[src/hdl/dssr_pkg.sv]
package dssr_pkg;

	localparam int COUNT_BITS     = 8;
	localparam int PHASE_COUNT    = 4;
	localparam int PHASE_BITS     = $clog2(PHASE_COUNT);
	localparam int COIL_BITS      = 4;
	localparam int PORT_BITS      = 2 * COIL_BITS;
	localparam int ERR_BITS       = 8;
	localparam int BASE_BITS      = 10;
	localparam int GAIN_BITS      = 8;
	localparam int DIV_BITS       = 16;
	localparam int DIV_CNT_BITS   = $clog2(DIV_BITS);
	localparam int CFG_IDX_BITS   = 3;
	localparam int CFG_DATA_BITS  = 16;
	localparam int QUEUE_DEPTH    = 2;
	localparam int QUEUE_PTR_BITS = $clog2(QUEUE_DEPTH);

	localparam logic [BASE_BITS-1:0]  BASE_RESET       = BASE_BITS'(300);
	localparam logic [GAIN_BITS-1:0]  GAIN_SMALL_RESET = GAIN_BITS'(140);
	localparam logic [GAIN_BITS-1:0]  GAIN_MID_RESET   = GAIN_BITS'(120);
	localparam logic [GAIN_BITS-1:0]  GAIN_LARGE_RESET = GAIN_BITS'(100);
	localparam logic [DIV_BITS-1:0]   TICK_RATE_RESET  = DIV_BITS'(15625);
	localparam logic [COUNT_BITS-1:0] COMPARE_RESET    = '1;

	typedef enum logic [CFG_IDX_BITS-1:0] {
		REG_BASE_SPEED = 3'd0,
		REG_GAIN_SMALL = 3'd1,
		REG_GAIN_MID   = 3'd2,
		REG_GAIN_LARGE = 3'd3,
		REG_TICK_RATE  = 3'd4
	} cfg_reg_t;

	typedef enum logic [1:0] {
		OP_TICK,
		OP_BOTH,
		OP_MOTOR1,
		OP_MOTOR2
	} op_t;

	typedef enum logic {
		ST_IDLE,
		ST_DIV
	} back_state_t;

	typedef struct packed {
		op_t                 op;
		logic [DIV_BITS-1:0] pps;
	} cmd_t;

	typedef struct packed {
		logic                     we;
		logic [CFG_IDX_BITS-1:0]  index;
		logic [CFG_DATA_BITS-1:0] data;
	} cfg_wr_t;

	typedef struct packed {
		logic full;
		logic empty;
	} queue_stat_t;

	// motor 1 coils walk down from the top bit, motor 2 coils walk up
	function automatic logic [COIL_BITS-1:0] m1_coil(input logic [PHASE_BITS-1:0] ph);
		logic [COIL_BITS-1:0] base;
		base = {1'b1, {(COIL_BITS-1){1'b0}}};
		return base >> ph;
	endfunction

	function automatic logic [COIL_BITS-1:0] m2_coil(input logic [PHASE_BITS-1:0] ph);
		logic [COIL_BITS-1:0] base;
		base = {{(COIL_BITS-1){1'b0}}, 1'b1};
		return base << ph;
	endfunction

endpackage

[src/hdl/dssr_req_if.sv]
interface dssr_req_if;
	logic                              valid;
	logic                              ready;
	logic                              req_type;
	logic signed [dssr_pkg::ERR_BITS-1:0] line_error;

	modport source (output valid, output req_type, output line_error, input ready);
	modport sink (input valid, input req_type, input line_error, output ready);
endinterface

[src/hdl/dssr_rsp_if.sv]
interface dssr_rsp_if;
	logic                             valid;
	logic                             ready;
	logic [dssr_pkg::PORT_BITS-1:0]   port_value;
	logic                             motor1_stepped;
	logic                             motor2_stepped;

	modport source (output valid, output port_value, output motor1_stepped,
		output motor2_stepped, input ready);
	modport sink (input valid, input port_value, input motor1_stepped,
		input motor2_stepped, output ready);
endinterface

[src/hdl/dssr_front.sv]
module dssr_front (
	input  logic                  clk,
	input  logic                  arst_n,
	input  dssr_pkg::cfg_wr_t     cfg,
	dssr_req_if.sink              req,
	input  dssr_pkg::queue_stat_t q_stat,
	output logic                  push,
	output dssr_pkg::cmd_t        cmd
);

	logic [dssr_pkg::BASE_BITS-1:0] base_q;
	logic [dssr_pkg::GAIN_BITS-1:0] gain_small_q;
	logic [dssr_pkg::GAIN_BITS-1:0] gain_mid_q;
	logic [dssr_pkg::GAIN_BITS-1:0] gain_large_q;

	logic                                           neg;
	logic [dssr_pkg::ERR_BITS-1:0]                  mag;
	logic [dssr_pkg::GAIN_BITS-1:0]                 gain;
	logic [dssr_pkg::ERR_BITS+dssr_pkg::GAIN_BITS-1:0] prod;

	always_ff @(posedge clk or negedge arst_n) begin
		if (!arst_n) begin
			base_q       <= dssr_pkg::BASE_RESET;
			gain_small_q <= dssr_pkg::GAIN_SMALL_RESET;
			gain_mid_q   <= dssr_pkg::GAIN_MID_RESET;
			gain_large_q <= dssr_pkg::GAIN_LARGE_RESET;
		end else if (cfg.we) begin
			unique case (cfg.index)
				dssr_pkg::REG_BASE_SPEED: base_q <= cfg.data[dssr_pkg::BASE_BITS-1:0];
				dssr_pkg::REG_GAIN_SMALL: gain_small_q <= cfg.data[dssr_pkg::GAIN_BITS-1:0];
				dssr_pkg::REG_GAIN_MID:   gain_mid_q <= cfg.data[dssr_pkg::GAIN_BITS-1:0];
				dssr_pkg::REG_GAIN_LARGE: gain_large_q <= cfg.data[dssr_pkg::GAIN_BITS-1:0];
				default: ;
			endcase
		end
	end

	// classify: tick, zero error, or one side speeds up
	always_comb begin
		neg = req.line_error[dssr_pkg::ERR_BITS-1];
		mag = neg ? (~req.line_error + 1'b1) : req.line_error;
		priority if (mag == dssr_pkg::ERR_BITS'(1)) begin
			gain = gain_small_q;
		end else if (mag == dssr_pkg::ERR_BITS'(2)) begin
			gain = gain_mid_q;
		end else begin
			gain = gain_large_q;
		end
		prod    = mag * gain;
		cmd.pps = dssr_pkg::DIV_BITS'(base_q) + dssr_pkg::DIV_BITS'(prod);
		priority if (!req.req_type) begin
			cmd.op = dssr_pkg::OP_TICK;
		end else if (mag == '0) begin
			cmd.op = dssr_pkg::OP_BOTH;
		end else if (neg) begin
			cmd.op = dssr_pkg::OP_MOTOR1;
		end else begin
			cmd.op = dssr_pkg::OP_MOTOR2;
		end
	end

	assign req.ready = !q_stat.full;
	assign push      = req.valid && !q_stat.full;

endmodule

[src/hdl/dssr_queue.sv]
module dssr_queue (
	input  logic                  clk,
	input  logic                  arst_n,
	input  logic                  push,
	input  dssr_pkg::cmd_t        push_cmd,
	input  logic                  pop,
	output dssr_pkg::cmd_t        head,
	output dssr_pkg::queue_stat_t q_stat
);

	dssr_pkg::cmd_t                      mem_q [dssr_pkg::QUEUE_DEPTH];
	logic [dssr_pkg::QUEUE_PTR_BITS-1:0] wr_ptr_q;
	logic [dssr_pkg::QUEUE_PTR_BITS-1:0] rd_ptr_q;
	logic [dssr_pkg::QUEUE_PTR_BITS:0]   fill_q;

	always_ff @(posedge clk or negedge arst_n) begin
		if (!arst_n) begin
			wr_ptr_q <= '0;
			rd_ptr_q <= '0;
			fill_q   <= '0;
		end else begin
			if (push) begin
				wr_ptr_q <= wr_ptr_q + 1'b1;
			end
			if (pop) begin
				rd_ptr_q <= rd_ptr_q + 1'b1;
			end
			if (push && !pop) begin
				fill_q <= fill_q + 1'b1;
			end else if (pop && !push) begin
				fill_q <= fill_q - 1'b1;
			end
		end
	end

	always_ff @(posedge clk) begin
		if (push) begin
			mem_q[wr_ptr_q] <= push_cmd;
		end
	end

	assign head         = mem_q[rd_ptr_q];
	assign q_stat.full  = (fill_q == (dssr_pkg::QUEUE_PTR_BITS+1)'(dssr_pkg::QUEUE_DEPTH));
	assign q_stat.empty = (fill_q == '0);

endmodule

[src/hdl/dssr_back.sv]
module dssr_back (
	input  logic                  clk,
	input  logic                  arst_n,
	input  dssr_pkg::cfg_wr_t     cfg,
	input  dssr_pkg::cmd_t        head,
	input  dssr_pkg::queue_stat_t q_stat,
	output logic                  pop,
	dssr_rsp_if.source            rsp
);

	localparam int CB = dssr_pkg::COUNT_BITS;
	localparam int DB = dssr_pkg::DIV_BITS;
	localparam int CW = dssr_pkg::COIL_BITS;

	dssr_pkg::back_state_t state_q, state_d;

	logic [DB-1:0]                       tick_rate_q;
	logic [CB-1:0]                       count1_q, count2_q;
	logic [CB-1:0]                       cmp1_q, cmp2_q;
	logic                                en1_q, en2_q;
	logic [dssr_pkg::PHASE_BITS-1:0]     ph1_q, ph2_q;
	logic [dssr_pkg::PORT_BITS-1:0]      port_q;
	logic                                out_valid_q;
	logic [dssr_pkg::PORT_BITS-1:0]      out_port_q;
	logic                                out_st1_q, out_st2_q;

	dssr_pkg::op_t                       op_q;
	logic [DB-1:0]                       div_q;
	logic [DB-1:0]                       rem_q;
	logic [DB-1:0]                       quo_q;
	logic [dssr_pkg::DIV_CNT_BITS-1:0]   step_q;

	logic                                slot_free;
	logic                                finish;
	logic                                start;
	logic [DB:0]                         trial;
	logic                                fit;
	logic [DB-1:0]                       quo_nxt, rem_nxt, quo_dec;
	logic [CB-1:0]                       cmp_new;
	logic                                hit1, hit2, st1, st2;
	logic [dssr_pkg::PORT_BITS-1:0]      port_tick;

	assign slot_free = !out_valid_q || rsp.ready;

	// control
	always_comb begin
		state_d = state_q;
		pop     = 1'b0;
		start   = 1'b0;
		finish  = 1'b0;
		unique case (state_q)
			dssr_pkg::ST_IDLE: begin
				if (!q_stat.empty && slot_free) begin
					pop = 1'b1;
					if (head.op != dssr_pkg::OP_TICK && head.pps != '0) begin
						start   = 1'b1;
						state_d = dssr_pkg::ST_DIV;
					end
				end
			end
			dssr_pkg::ST_DIV: begin
				if (step_q == '1) begin
					finish  = 1'b1;
					state_d = dssr_pkg::ST_IDLE;
				end
			end
			default: state_d = dssr_pkg::ST_IDLE;
		endcase
	end

	// one restoring divide step per cycle
	always_comb begin
		trial   = {rem_q, quo_q[DB-1]} - {1'b0, div_q};
		fit     = !trial[DB];
		quo_nxt = {quo_q[DB-2:0], fit};
		rem_nxt = fit ? trial[DB-1:0] : {rem_q[DB-2:0], quo_q[DB-1]};
		quo_dec = quo_nxt - 1'b1;
		cmp_new = quo_dec[CB-1:0];
	end

	// tick datapath
	always_comb begin
		hit1      = (count1_q == cmp1_q);
		hit2      = (count2_q == cmp2_q);
		st1       = hit1 && en1_q;
		st2       = hit2 && en2_q;
		port_tick = {st2 ? dssr_pkg::m2_coil(ph2_q) : port_q[2*CW-1:CW],
			st1 ? dssr_pkg::m1_coil(ph1_q) : port_q[CW-1:0]};
	end

	always_ff @(posedge clk or negedge arst_n) begin
		if (!arst_n) begin
			state_q <= dssr_pkg::ST_IDLE;
		end else begin
			state_q <= state_d;
		end
	end

	always_ff @(posedge clk or negedge arst_n) begin
		if (!arst_n) begin
			tick_rate_q <= dssr_pkg::TICK_RATE_RESET;
			count1_q    <= '0;
			count2_q    <= '0;
			cmp1_q      <= dssr_pkg::COMPARE_RESET;
			cmp2_q      <= dssr_pkg::COMPARE_RESET;
			en1_q       <= 1'b0;
			en2_q       <= 1'b0;
			ph1_q       <= '0;
			ph2_q       <= '0;
			port_q      <= '0;
			out_valid_q <= 1'b0;
		end else begin
			if (cfg.we && cfg.index == dssr_pkg::REG_TICK_RATE) begin
				tick_rate_q <= cfg.data[DB-1:0];
			end
			if (rsp.ready) begin
				out_valid_q <= 1'b0;
			end
			if (pop && head.op == dssr_pkg::OP_TICK) begin
				count1_q    <= hit1 ? '0 : count1_q + 1'b1;
				count2_q    <= hit2 ? '0 : count2_q + 1'b1;
				if (st1) begin
					ph1_q <= ph1_q + 1'b1;
				end
				if (st2) begin
					ph2_q <= ph2_q + 1'b1;
				end
				port_q      <= port_tick;
				out_valid_q <= 1'b1;
			end else if (pop && !start) begin
				// zero rate: compare cleared, enable untouched
				if (head.op == dssr_pkg::OP_BOTH || head.op == dssr_pkg::OP_MOTOR1) begin
					cmp1_q <= '0;
				end
				if (head.op == dssr_pkg::OP_BOTH || head.op == dssr_pkg::OP_MOTOR2) begin
					cmp2_q <= '0;
				end
				out_valid_q <= 1'b1;
			end else if (finish) begin
				if (op_q == dssr_pkg::OP_BOTH || op_q == dssr_pkg::OP_MOTOR1) begin
					cmp1_q <= cmp_new;
					en1_q  <= 1'b1;
				end
				if (op_q == dssr_pkg::OP_BOTH || op_q == dssr_pkg::OP_MOTOR2) begin
					cmp2_q <= cmp_new;
					en2_q  <= 1'b1;
				end
				out_valid_q <= 1'b1;
			end
		end
	end

	always_ff @(posedge clk) begin
		if (start) begin
			op_q   <= head.op;
			div_q  <= head.pps;
			quo_q  <= tick_rate_q;
			rem_q  <= '0;
			step_q <= '0;
		end else if (state_q == dssr_pkg::ST_DIV) begin
			quo_q  <= quo_nxt;
			rem_q  <= rem_nxt;
			step_q <= step_q + 1'b1;
		end
		if (pop && head.op == dssr_pkg::OP_TICK) begin
			out_port_q <= port_tick;
			out_st1_q  <= st1;
			out_st2_q  <= st2;
		end else if ((pop && !start) || finish) begin
			out_port_q <= port_q;
			out_st1_q  <= 1'b0;
			out_st2_q  <= 1'b0;
		end
	end

	assign rsp.valid          = out_valid_q;
	assign rsp.port_value     = out_port_q;
	assign rsp.motor1_stepped = out_st1_q;
	assign rsp.motor2_stepped = out_st2_q;

endmodule

[src/hdl/dual_stepper_steering_rate_gen.sv]
// Two-channel stepper rate generator. A tick word advances both 8-bit compare
// timers and steps each enabled motor whose timer matches; a steering word sets
// one or both step rates from the signed line error and reloads the compare as
// tick_rate / rate - 1. Every word returns one result word with the port value
// and the two stepped flags. A tick word or a steering word that sets a zero
// rate needs no divide; one that sets a nonzero rate holds the execution
// stage for the load and 16 iterations of the radix-2 divider, and no word
// leaves the queue meanwhile. A two-entry queue sits between the input
// decoder and the execution stage, and a result register drives the output,
// so the input takes up to two more words while a result waits.
module dual_stepper_steering_rate_gen (
	input  logic                                 clk,
	input  logic                                 arst_n,
	dssr_req_if.sink                             req,
	dssr_rsp_if.source                           rsp,
	input  logic                                 cfg_we,
	input  logic [dssr_pkg::CFG_IDX_BITS-1:0]    cfg_index,
	input  logic [dssr_pkg::CFG_DATA_BITS-1:0]   cfg_data
);

	dssr_pkg::cfg_wr_t     cfg;
	dssr_pkg::queue_stat_t q_stat;
	dssr_pkg::cmd_t        push_cmd;
	dssr_pkg::cmd_t        head;
	logic                  push;
	logic                  pop;

	assign cfg.we    = cfg_we;
	assign cfg.index = cfg_index;
	assign cfg.data  = cfg_data;

	dssr_front u_front (
		.clk    (clk),
		.arst_n (arst_n),
		.cfg    (cfg),
		.req    (req),
		.q_stat (q_stat),
		.push   (push),
		.cmd    (push_cmd)
	);

	dssr_queue u_queue (
		.clk      (clk),
		.arst_n   (arst_n),
		.push     (push),
		.push_cmd (push_cmd),
		.pop      (pop),
		.head     (head),
		.q_stat   (q_stat)
	);

	dssr_back u_back (
		.clk    (clk),
		.arst_n (arst_n),
		.cfg    (cfg),
		.head   (head),
		.q_stat (q_stat),
		.pop    (pop),
		.rsp    (rsp)
	);

`ifndef SYNTHESIS
	a_no_overflow: assert property (@(posedge clk) disable iff (!arst_n)
		push |-> !q_stat.full)
		else $error("queue push while full");

	a_no_pop_empty: assert property (@(posedge clk) disable iff (!arst_n)
		pop |-> !q_stat.empty)
		else $error("queue pop while empty");

	a_m1_onehot: assert property (@(posedge clk) disable iff (!arst_n)
		rsp.valid && rsp.motor1_stepped |-> $onehot(rsp.port_value[3:0]))
		else $error("motor 1 coils not one-hot after step");

	a_m2_onehot: assert property (@(posedge clk) disable iff (!arst_n)
		rsp.valid && rsp.motor2_stepped |-> $onehot(rsp.port_value[7:4]))
		else $error("motor 2 coils not one-hot after step");
`endif

endmodule

[src/flat_wrapper.sv]
// flat-port wrapper written by rule: the top's interface ports become plain ports
module dual_stepper_steering_rate_gen_flat 
  (clk, arst_n, cfg_we, cfg_index, cfg_data, req_valid, req_req_type, req_line_error, req_ready, rsp_valid, rsp_port_value, rsp_motor1_stepped, rsp_motor2_stepped, rsp_ready);
  dssr_req_if req_i ();
  dssr_rsp_if rsp_i ();
  input  logic clk;
  input  logic arst_n;
  input  logic cfg_we;
  input  logic [dssr_pkg::CFG_IDX_BITS-1:0] cfg_index;
  input  logic [dssr_pkg::CFG_DATA_BITS-1:0] cfg_data;
  input wire logic [$bits(req_i.valid)-1:0] req_valid;
  input wire logic [$bits(req_i.req_type)-1:0] req_req_type;
  input wire logic [$bits(req_i.line_error)-1:0] req_line_error;
  output wire logic [$bits(req_i.ready)-1:0] req_ready;
  output wire logic [$bits(rsp_i.valid)-1:0] rsp_valid;
  output wire logic [$bits(rsp_i.port_value)-1:0] rsp_port_value;
  output wire logic [$bits(rsp_i.motor1_stepped)-1:0] rsp_motor1_stepped;
  output wire logic [$bits(rsp_i.motor2_stepped)-1:0] rsp_motor2_stepped;
  input wire logic [$bits(rsp_i.ready)-1:0] rsp_ready;
  assign req_i.valid = req_valid;
  assign req_i.req_type = req_req_type;
  assign req_i.line_error = req_line_error;
  assign req_ready = req_i.ready;
  assign rsp_valid = rsp_i.valid;
  assign rsp_port_value = rsp_i.port_value;
  assign rsp_motor1_stepped = rsp_i.motor1_stepped;
  assign rsp_motor2_stepped = rsp_i.motor2_stepped;
  assign rsp_i.ready = rsp_ready;
  dual_stepper_steering_rate_gen u_core (.clk(clk), .arst_n(arst_n), .req(req_i), .rsp(rsp_i), .cfg_we(cfg_we), .cfg_index(cfg_index), .cfg_data(cfg_data));
endmodule
[config.mk]
export PLATFORM = sky130hd
export DESIGN_NAME = dual_stepper_steering_rate_gen_flat
export DESIGN_NICKNAME = d
export VERILOG_FILES = /design/src/hdl/dssr_pkg.sv /design/src/hdl/dssr_req_if.sv /design/src/hdl/dssr_rsp_if.sv /design/src/hdl/dssr_front.sv /design/src/hdl/dssr_queue.sv /design/src/hdl/dssr_back.sv /design/src/hdl/dual_stepper_steering_rate_gen.sv /design/src/flat_wrapper.sv
export SDC_FILE = /design/constraint.sdc
export NUM_CORES = 1
export LEC_CHECK = 0
export ABC_AREA = 1
export BUFFER_PORTS_ARGS = -buffer_cell sky130_fd_sc_hd__buf_2
export CAP_MARGIN = 20
export CORE_UTILIZATION = 65
export CTS_BUF_LIST = sky130_fd_sc_hd__clkbuf_16
export DETAILED_ROUTE_END_ITERATION = 12
export GPL_ROUTABILITY_DRIVEN = 0
export PLACE_DENSITY_LB_ADDON = 0.05
export SYNTH_ARGS = -nofsm -noshare
export SYNTH_HDL_FRONTEND = slang
export SYNTH_SLANG_ARGS = --single-unit
[constraint.sdc]
create_clock -name clk -period 7.6 [get_ports clk]
set_input_delay 1.52 -clock clk [delete_from_list [all_inputs] [get_ports clk]]
set_output_delay 1.52 -clock clk [all_outputs]
set_load 0.02 [all_outputs]
==> flow_metrics.py, run 1 <==
metrics = {
    "status": {
        "status": "finished with violations",
        "violations": "design-rule violations",
    },
    "die": {
        "core_area_um2": 18100,
        "start_util_pct": 66.9,
        "num_rows": 49,
        "io_pins": 45,
        "die_h_um": 138,
        "die_area_um2": 19200,
        "die_w_um": 138,
    },
    "yosys": {
        "synth_edf_count": 80,
        "synth_seq_area_share_pct": 44.6,
        "ys_types": 52,
        "yosysTopAreaCell": "edfxtp_1",
        "syn-num-nets": 1505,
        "synthTopCellsByArea": "edfxtp_1 20%, dfrtp_1 13%, nand2_1 11%",
        "ys.flop_type": "edfxtp_1",
        "synthCells": 1356,
        "ys_ff_latch": 202,
        "synth_top_area_share_pct": 19.9,
        "yosys_warnings": 0,
        "synthesis.area_um2": 12100,
        "avgSynthCellArea_um2": 8.92,
        "ys_async_sr_fraction_pct": 50.5,
    },
    "power_and_ir_drop": {
        "p_leak_nw": 6.57,
        "p_int_w": 0.00321,
        "irDropWorstVdd_mv": 0.202,
        "pwr-share-seq_pct": 35.5,
        "switching_power_w": 0.00222,
        "clkPwrFrac_pct": 18.5,
        "p_sw_share_pct": 40.9,
        "powerDensity_nw_per_um2": 411,
        "power_frac_comb_pct": 46.0,
    },
    "detailed_routing": {
        "viasPerCell": 5.38,
        "wire_per_inst_um": 14.9,
        "drtAntennaViolNets": 0,
        "drcViolationCount": 2,
        "drt-total-wl_um": 24600,
        "dr_total_vias": 8890,
        "drt-initial-drc-count": 588,
        "first_pass_iters": 12,
    },
    "min_path": {
        "hold_class": "reg2reg",
        "holdPathEnd": "u_core.u_back.cmp2_q[2]",
        "min_from": "u_core.u_back.cmp2_q[2]",
        "holdPathStages": 2,
    },
    "worst_setup_path": {
        "critical_path.slowest_cell": "fa_1",
        "crit_type": "in2reg",
        "end_kind": "flop",
        "critPathMostFrequentCell": "inv_1",
        "timing.reg2reg.setup_slack_ps": 2850,
        "reg2reg_from": "u_core.u_front.gain_mid_q[6]",
        "crit_fanout": 10,
        "required_ps": 7840,
        "path_delay_family": "adder cells",
        "rr_endpoint": "u_core.u_queue.mem_q[0][14]",
        "crit_path_max_incr_delay_ps": 540,
        "crit_path_start_kind": "input port",
        "reg2regPathDepth": 18,
        "crit_buf_inv": 9,
        "critPathArrivalTime_ps": 7040,
    },
    "cts": {
        "post_cts_resized": 0,
        "cts-root-buf": "clkbuf_16",
        "ctsHtreeMaxLevel": 1,
        "postCtsSetupBuffers": 0,
        "cts.sinks": 202,
        "clockBufferDepth": 3,
        "clk_pin_slew_ps": 60,
        "cts_tree": "built",
        "holdBufCountCts": 0,
        "cts_inserted_buffers": 22,
        "insertion_delay_ps": 500,
    },
    "timing": {
        "fin_worst_skew_ps": 14.6,
        "setup_violations": 0,
        "rsz0062_at_grt": "no",
        "finalCriticalPeriod_ps": 6810,
        "worst_pin_slew_ps": 1030,
        "hold_viol": 0,
        "fin_ws_ps": 791,
        "drv_slew": 0,
        "fmax_ghz": 0.147,
        "slew_headroom_pct": 31.4,
        "fin_crit_sh_pct": 89.6,
        "fin_setup_tns_ps": 0,
    },
    "global_routing": {
        "overflow": 0,
        "track_usage_pct": 26.5,
        "grt_pass1_wl_um": 41300,
        "grt_max_degree": 69,
        "antenna_found_initial": 0,
        "grt_pass1_vias": 8680,
    },
    "final_layout": {
        "final_cells": 1651,
        "final_util_pct": 73.0,
        "final_net_count": 1555,
        "drive_gt1_share_pct": 12.8,
        "nFillCells": 1377,
        "layout_common_cells": "362 x nand2_1, 193 x inv_1, 112 x nor2_1, 80 x edfxtp_1, 76 x o21ai_0",
        "final_cell_area_um2": 13200,
        "layout_commonest_cell": "nand2_1",
        "regArea_um2": 5400,
        "multiInputGateArea_um2": 5810,
        "area_growth_pct": 9.13,
        "diodes": 0,
    },
    "placed_design": {
        "dp_cells": 1611,
        "place_area_um2": 12500,
        "dp_slack_ps": 350,
        "io_buffers": 44,
        "hpwl_um": 18100,
    },
    "run": {
        "maxCapViolations": 0,
    },
}
==> per-stage QoR <==
stage                     hold WS, ps  total power (W)
after floorplan                   441          0.00383
after global placement            452          0.00431
after detailed placement          461          0.00441
after CTS                         471          0.00544
after global routing              485          0.00588
final                             471          0.00543
==> cell type report <==
cell class,count,share of cell area [%]
Clock buffer,23,4.36
Clock inverter,17,0.843
Inverter,195,5.54
Multi-Input combinational cell,933,44.0
Sequential cell,202,40.9
Tap cell,229,2.17
Timing Repair Buffer,52,2.14
==> sequential cells by signal, summed over array words and instances, names as in the netlist, 10 cells and up <==
name	flops
u_core.u_back.tick_rate_q	16
u_core.u_back.div_q	16
u_core.u_back.rem_q	16
u_core.u_queue.mem_q	36
u_core.u_back.quo_q	16
u_core.u_front.base_q	10
==> cell usage after synthesis, types with 2 or more instances <==
library cell  number
edfxtp_1          80
nand3_1           61
xor2_2             2
nand3_2            8
a21oi_1           32
o21bai_1           6
or2_2             12
dfxtp_1           20
dfstp_2           37
a31oi_1            3
ha_1              69
nor2_2             5
o22ai_1            3
nor3_1            11
a21boi_0           2
o21ai_0           76
nand2_1          362
nand3b_1           2
mux2_2             6
inv_1            185
dfrtp_1           65
and3b_1            2
nand2_2           11
xnor2_1           20
or2_4              2
nand4_1           14
inv_2              7
nor2_1           112
nor3b_1            2
clkbuf_1          10
o211ai_1          10
clkinv_1           3
o21a_1             4
buf_2             10
xor2_1            26
nand2_4            4
nor2_4             3
and3_1             2
fa_1              47
buf_6              5
a21o_1             4
==> worst register-to-register path, cell delays in order (launching register included) <==
cell and delay [ps]:
dfstp_2 540, nand4_1 110, nand3_2 170, nand3_1 130, fa_1 520, fa_1 550, inv_1 50, fa_1 520
inv_1 60, fa_1 540, inv_1 50, ha_1 360, a21oi_1 170, o21ai_0 80, a21oi_1 200, inv_1 70
nand3_1 90, o21ai_0 100, xor2_1 170
==> routing by layer <==
layer / vias up / wire, µm / part of all wire [%] / track usage [%]
met5: - / 0 / 0 / 0
met4: 0 / 324 / 1.3 / 5.44
met3: 29 / 1050 / 4.3 / 2.91
met2: 211 / 12100 / 49 / 46.3
met1: 4210 / 11100 / 45 / 36.1
li1: 4440 / - / - / -
==> power groups by stage <==
stage | clock network (W) | logic [W] | registers [W]
floorplan | 0 | 0.00196 | 0.00187
global placement | 0 | 0.00239 | 0.00193
CTS | 0.00102 | 0.00250 | 0.00192
finish | 0.00100 | 0.00250 | 0.00193
global route | 0.00106 | 0.00286 | 0.00196
detailed placement | 0 | 0.00247 | 0.00194
==> cells by family after synthesis <==
family                     count (synthesis)  synth area share, %
muxes                                      6                0.558
buffers and inverters                    221                 7.30
adders and majority gates                116                 14.9
xor gates and xnor gates                  48                 3.60
and+or+nand+nor                          618                 22.3
AOI/OAI and AO/OA                        145                 6.69
DFF                                      202                 44.6
==> how the worst max path moves through the flow <==
stage / from / endpoint / slack, ps / depth (start not counted)
2_1_floorplan: req_line_error[0] / u_core.u_queue.mem_q[0][15] / 840 / 26
3_3_place_gp: req_line_error[0] / u_core.u_queue.mem_q[0][14] / 470 / 27
3_5_place_dp: req_line_error[0] / u_core.u_queue.mem_q[0][14] / 350 / 27
4_1_cts: req_line_error[0] / u_core.u_queue.mem_q[0][14] / 810 / 27
5_1_grt: req_line_error[0] / u_core.u_queue.mem_q[0][14] / 450 / 26
6_report: req_line_error[0] / u_core.u_queue.mem_q[0][14] / 790 / 27
No activity file was read; power rests on OpenSTA's default activity.
==> inputs of run 2 (changes only) <==
--- a/config.mk
+++ b/config.mk
@@ -15,4 +15,5 @@
 export PLACE_DENSITY_LB_ADDON = 0.05
 export SYNTH_ARGS = -nofsm -noshare
 export SYNTH_HDL_FRONTEND = slang
+export SYNTH_HIERARCHICAL = 1
 export SYNTH_SLANG_ARGS = --single-unit
==> flow_metrics.py, run 2 <==
metrics = {
    "final_layout": {
        "diodes": 0,
        "area_growth_pct": 8.63,
        "final_net_count": 1507,
        "final_cell_area_um2": 13300,
        "largest_reg_flops": 36,
        "regMostFlops": "u_core/u_queue/mem_q",
        "layout_commonest_cell": "nand2_1",
        "final_util_pct": 73.1,
        "drive_gt1_share_pct": 15.6,
        "layout_common_cells": "265 x nand2_1, 191 x inv_1, 107 x nor2_1, 80 x nand3_1, 80 x edfxtp_1",
    },
    "cts": {
        "ctsHtreeMaxLevel": 1,
        "cts-root-buf": "clkbuf_16",
        "cts_inserted_buffers": 22,
        "cts_tree": "built",
        "insertion_delay_ps": 490,
        "cts.sinks": 202,
        "postCtsSetupBuffers": 0,
        "post_cts_resized": 0,
        "clk_pin_slew_ps": 50,
        "holdBufCountCts": 0,
        "clockBufferDepth": 3,
    },
    "placed_design": {
        "io_buffers": 44,
        "hpwl_um": 18300,
        "place_area_um2": 12600,
    },
    "detailed_routing": {
        "dr_total_vias": 8744,
        "drcViolationCount": 0,
        "drt-total-wl_um": 24400,
        "wire_per_inst_um": 15.2,
        "viasPerCell": 5.46,
        "first_pass_iters": 5,
        "drt-initial-drc-count": 480,
        "drtAntennaViolNets": 0,
    },
    "worst_setup_path": {
        "crit_fanout": 16,
        "crit_type": "in2reg",
        "critical_path.slowest_cell": "fa_1",
        "end_kind": "flop",
        "crit_path_start_kind": "input port",
        "critPathMostFrequentCell": "inv_1",
        "crit_path_max_incr_delay_ps": 530,
        "required_ps": 7820,
        "critPathArrivalTime_ps": 7070,
    },
    "die": {
        "start_util_pct": 67.3,
        "die_h_um": 139,
        "core_area_um2": 18200,
        "io_pins": 45,
        "num_rows": 49,
        "die_area_um2": 19400,
        "die_w_um": 139,
    },
    "timing": {
        "setup_violations": 0,
        "rsz0062_at_grt": "no",
        "drv_slew": 0,
        "hold_ws_ps": 469,
        "fmax_ghz": 0.146,
        "fin_setup_tns_ps": 0,
        "fin_crit_sh_pct": 90.1,
        "worst_pin_slew_ps": 1000,
        "slew_headroom_pct": 33.1,
        "fin_worst_skew_ps": 11.0,
        "hold_viol": 0,
        "finalCriticalPeriod_ps": 6850,
    },
    "yosys": {
        "avgSynthCellArea_um2": 9.37,
        "ys_top_cells_by_count": "265 x nand2_1, 187 x inv_1, 108 x nor2_1, 80 x edfxtp_1, 80 x nand3_1",
        "synthCells": 1307,
        "ys_ff_latch": 202,
        "ys.flop_type": "edfxtp_1",
        "syn-num-nets": 1458,
        "synth_top_area_share_pct": 19.6,
        "synthesis.area_um2": 12300,
        "synth_seq_area_share_pct": 44.1,
        "synthTopCellsByArea": "edfxtp_1 20%, dfrtp_1 13%, nand2_1 8.1%",
        "yosysTopAreaCell": "edfxtp_1",
        "ys_types": 56,
        "synth_most_common_cell": "nand2_1",
        "yosys_warnings": 6,
        "ys_async_sr_fraction_pct": 50.5,
        "synth_edf_count": 80,
    },
    "global_routing": {
        "antenna_found_initial": 0,
        "overflow": 0,
        "grt_pass1_wl_um": 40500,
        "track_usage_pct": 26.0,
        "grt_pass1_vias": 8510,
        "grt_max_degree": 85,
    },
    "power_and_ir_drop": {
        "irDropWorstVdd_mv": 0.184,
        "finalPower_w": 0.00532,
        "p_sw_share_pct": 39.8,
        "clkPwrFrac_pct": 18.0,
        "p_leak_nw": 6.44,
        "power_frac_comb_pct": 45.8,
        "powerDensity_nw_per_um2": 400,
        "pwr-share-seq_pct": 36.2,
        "switching_power_w": 0.00212,
        "p_int_w": 0.00320,
    },
    "status": {
        "status": "finished clean",
    },
    "min_path": {
        "hold_class": "reg2reg",
    },
    "run": {
        "maxCapViolations": 0,
    },
}
==> run 2: cell count changes after synthesis, moves of 6 or more <==
cell,previous run,this run
nand2_1,362,265
mux2_2,6,26
nand3_1,61,80
mux2_4,0,9
o21ai_1,1,8
a21oi_1,32,38
or2_2,12,6
==> run 2: worst paths after layout <==
| path | slack (ps) | from | end | cells past startpoint |
|---|---|---|---|---|
| worst max-delay path | 750 | req_line_error[0] | u_core/u_queue/mem_q[0][13] | 27 |
| worst min-delay path | 470 | u_core/u_back/rem_q[7] | u_core/u_back/rem_q[7] | 2 |
| worst max register to register | 2870 | u_core/u_front/gain_mid_q[6] | u_core/u_queue/mem_q[1][12] | 18 |
| worst min register to register | 470 | u_core/u_back/rem_q[7] | u_core/u_back/rem_q[7] | 2 |
| max in group asynchronous | 5780 | arst_n | u_core/u_front/gain_mid_q[5] | 3 |
| min in group asynchronous | 890 | arst_n | u_core/u_back/tick_rate_q[14] | 1 |
==> run 2: through the flow <==
step | cells | worst slack, ps
final | 1601 | 752
after floorplan | 1307 | 980
after global routing | 1601 | 279
after global placement | 1560 | 463
after detailed placement | 1560 | 310
after CTS | 1600 | 805
==> run 2: cell families (layout without fill, tap and decap cells) <==
family	after synthesis	after routing	share of synthesized area [%]
fa+ha+maj	118	118	14.9
flops	202	202	44.1
mux	35	35	3.49
simple gates	543	543	20.4
xor+xnor	40	40	2.86
buf+inv	216	281	7.25
compound gates	153	153	6.97
==> run 2: cell type report <==
type / count / area, µm²
clock buffer: 23 / 576
clock inverter: 17 / 81.3
fill: 1351 / 4900
inverter: 194 / 729
multi-input combinational: 889 / 5970
sequential: 202 / 5400
tap: 229 / 287
timing repair buffer: 47 / 265
==> run 2: worst max-delay path: cells and delay by family <==
kind	cells	cell delay [ps]
compound gates	4	600
xor+xnor	1	170
fa+ha+maj	6	2660
buf+inv	7	550
simple gates	9	1540
==> run 2: power groups by stage <==
stage          Combinational [W]  Sequential (W)  Clock [W]
3_5_place_dp             0.00243         0.00194          0
4_1_cts                  0.00244         0.00193   0.000975
6_report                 0.00244         0.00193   0.000955
5_1_grt                  0.00281         0.00197    0.00101
3_3_place_gp             0.00235         0.00193          0
2_1_floorplan            0.00199         0.00187          0
==> run 2: layer usage <==
| layer | GRT usage [%] | routed length, µm |
|---|---|---|
| met1 | 34.6 | 11100 |
| met2 | 44.2 | 11600 |
| met3 | 3.06 | 892 |
| met4 | 9.36 | 809 |
| met5 | 0 | 0 |
==> inputs of run 3 (changes only) <==
--- a/config.mk
+++ b/config.mk
@@ -8,8 +8,12 @@
 export ABC_AREA = 1
 export BUFFER_PORTS_ARGS = -buffer_cell sky130_fd_sc_hd__buf_2
 export CAP_MARGIN = 20
-export CORE_UTILIZATION = 65
+export CELL_PAD_IN_SITES_DETAIL_PLACEMENT = 1
+export CELL_PAD_IN_SITES_GLOBAL_PLACEMENT = 1
+export CORE_MARGIN = 3
+export CORE_UTILIZATION = 53
 export CTS_BUF_LIST = sky130_fd_sc_hd__clkbuf_16
+export CTS_CLUSTER_DIAMETER = 80
 export DETAILED_ROUTE_END_ITERATION = 12
 export GPL_ROUTABILITY_DRIVEN = 0
 export PLACE_DENSITY_LB_ADDON = 0.05
==> flow_metrics.py, run 3 (synthesized netlist as in run 2, its figures left out) <==
metrics = {
    "status": {
        "status": "finished clean",
    },
    "cts": {
        "clk_pin_slew_ps": 60,
        "cts_tree": "built",
        "ctsHtreeMaxLevel": 1,
        "cts.sinks": 202,
        "cts-root-buf": "clkbuf_16",
        "cts_inserted_buffers": 24,
        "insertion_delay_ps": 520,
        "holdBufCountCts": 0,
        "clockBufferDepth": 3,
        "post_cts_resized": 0,
        "postCtsSetupBuffers": 0,
    },
    "timing": {
        "worst_pin_slew_ps": 1120,
        "hold_viol": 0,
        "hold_ws_ps": 471,
        "fin_crit_sh_pct": 91.2,
        "rsz0062_at_grt": "no",
        "fin_setup_tns_ps": 0,
        "slew_headroom_pct": 25.4,
        "setup_violations": 0,
        "drv_slew": 0,
        "finalCriticalPeriod_ps": 6930,
        "fin_worst_skew_ps": 19.3,
        "fmax_ghz": 0.144,
    },
    "final_layout": {
        "regArea_um2": 5400,
        "largest_reg_flops": 36,
        "layout_common_cells": "265 x nand2_1, 193 x inv_1, 107 x nor2_1, 80 x nand3_1, 80 x edfxtp_1",
        "area_growth_pct": 9.63,
        "final_net_count": 1508,
        "nFillCells": 2565,
        "layout_commonest_cell": "nand2_1",
        "drive_gt1_share_pct": 15.7,
        "regMostFlops": "u_core/u_queue/mem_q",
        "multiInputGateArea_um2": 5970,
        "diodes": 0,
    },
    "detailed_routing": {
        "viasPerCell": 5.49,
        "drt-total-wl_um": 30400,
        "drt-initial-drc-count": 305,
        "drtAntennaViolNets": 0,
        "dr_total_vias": 9079,
        "wire_per_inst_um": 18.4,
        "drcViolationCount": 0,
        "first_pass_iters": 4,
    },
    "min_path": {
        "hold_class": "reg2reg",
    },
    "global_routing": {
        "track_usage_pct": 24.9,
        "overflow": 0,
        "grt_pass1_wl_um": 49400,
        "grt_max_degree": 61,
        "antenna_found_initial": 0,
        "grt_pass1_vias": 9880,
    },
    "worst_setup_path": {
        "crit_type": "in2reg",
        "required_ps": 7840,
        "crit_fanout": 16,
        "critical_path.slowest_cell": "fa_1",
        "crit_path_max_incr_delay_ps": 540,
        "end_kind": "flop",
        "crit_path_start_kind": "input port",
        "critPathArrivalTime_ps": 7170,
    },
    "die": {
        "die_area_um2": 25000,
        "io_pins": 45,
        "die_h_um": 158,
        "die_w_um": 158,
        "num_rows": 54,
        "core_area_um2": 22300,
        "start_util_pct": 54.9,
    },
    "power_and_ir_drop": {
        "powerDensity_nw_per_um2": 420,
        "irDropWorstVdd_mv": 0.221,
        "p_leak_nw": 6.48,
    },
    "run": {
        "maxCapViolations": 0,
    },
    "placed_design": {
        "io_buffers": 44,
        "hpwl_um": 22400,
    },
}
run 3: cell types whose count changed in the layout (fill, tap and decap cells not counted), sizes merged:
cell	delta
inv	+5
clkinv	-3
clkbuf	+2
buf	-1
bufinv	+1
clkinvlp	-1
run 3: worst paths after layout:
kind                                                    from                            end  cells after the start  slack, ps
min in group asynchronous                             arst_n  u_core/u_back/tick_rate_q[14]                      1        990
worst max register to register  u_core/u_front/gain_mid_q[6]    u_core/u_queue/mem_q[1][12]                     18       2710
max in group asynchronous                             arst_n        u_core/u_back/port_q[4]                      2       5430
worst min-delay path                 u_core/u_back/cmp2_q[2]        u_core/u_back/cmp2_q[2]                      2        470
worst min register to register       u_core/u_back/cmp2_q[2]        u_core/u_back/cmp2_q[2]                      2        470
worst max-delay path                       req_line_error[0]    u_core/u_queue/mem_q[1][12]                     27        670
run 3: worst max-delay path, delay by kind of cell:
kind	cells	cell delay, ps
adders and majority gates	6	2640
AOI/OAI and AO/OA	3	450
buffers and inverters	6	540
and+or+nand+nor	11	1820
xor gates and xnor gates	1	180
run 3: metrics by stage:
stage	setup slack (ps)	utilization (%)	cell area (µm²)	std cells	total power [W]
final	671	60.2	13400	1655	0.00564
after global routing	145	60.2	13400	1655	0.00611
after CTS	674	60.2	13400	1655	0.00569
after detailed placement	172	56.9	12700	1611	0.00452
after global placement	410	56.9	12700	1611	0.00434
after floorplan	980	-	12300	1307	0.00386
run 3: where the power goes:
group	switching [W]	internal, W	leakage [nW]
clock	0.000453	0.000629	0.389
sequential	0.000255	0.00170	2.10
combinational	0.00163	0.000971	3.99
total	0.00234	0.00330	6.48
run 3: per-layer routing:
layer	up-vias	global-route usage [%]	share of wire, %
met1	4538	30.3	42
met4	0	7.29	2.6
met5	-	0	0
met2	141	46.2	53
li1	4347	-	-
met3	53	3.03	2.9
run 3: layout make-up:
type                       count  share of cell area, %
tap                          280                   2.61
clock buffer                  25                   4.66
clock inverter                19                  0.876
multi-input combinational    889                   44.4
sequential                   202                   40.2
inverter                     194                   5.43
timing repair buffer          46                   1.77
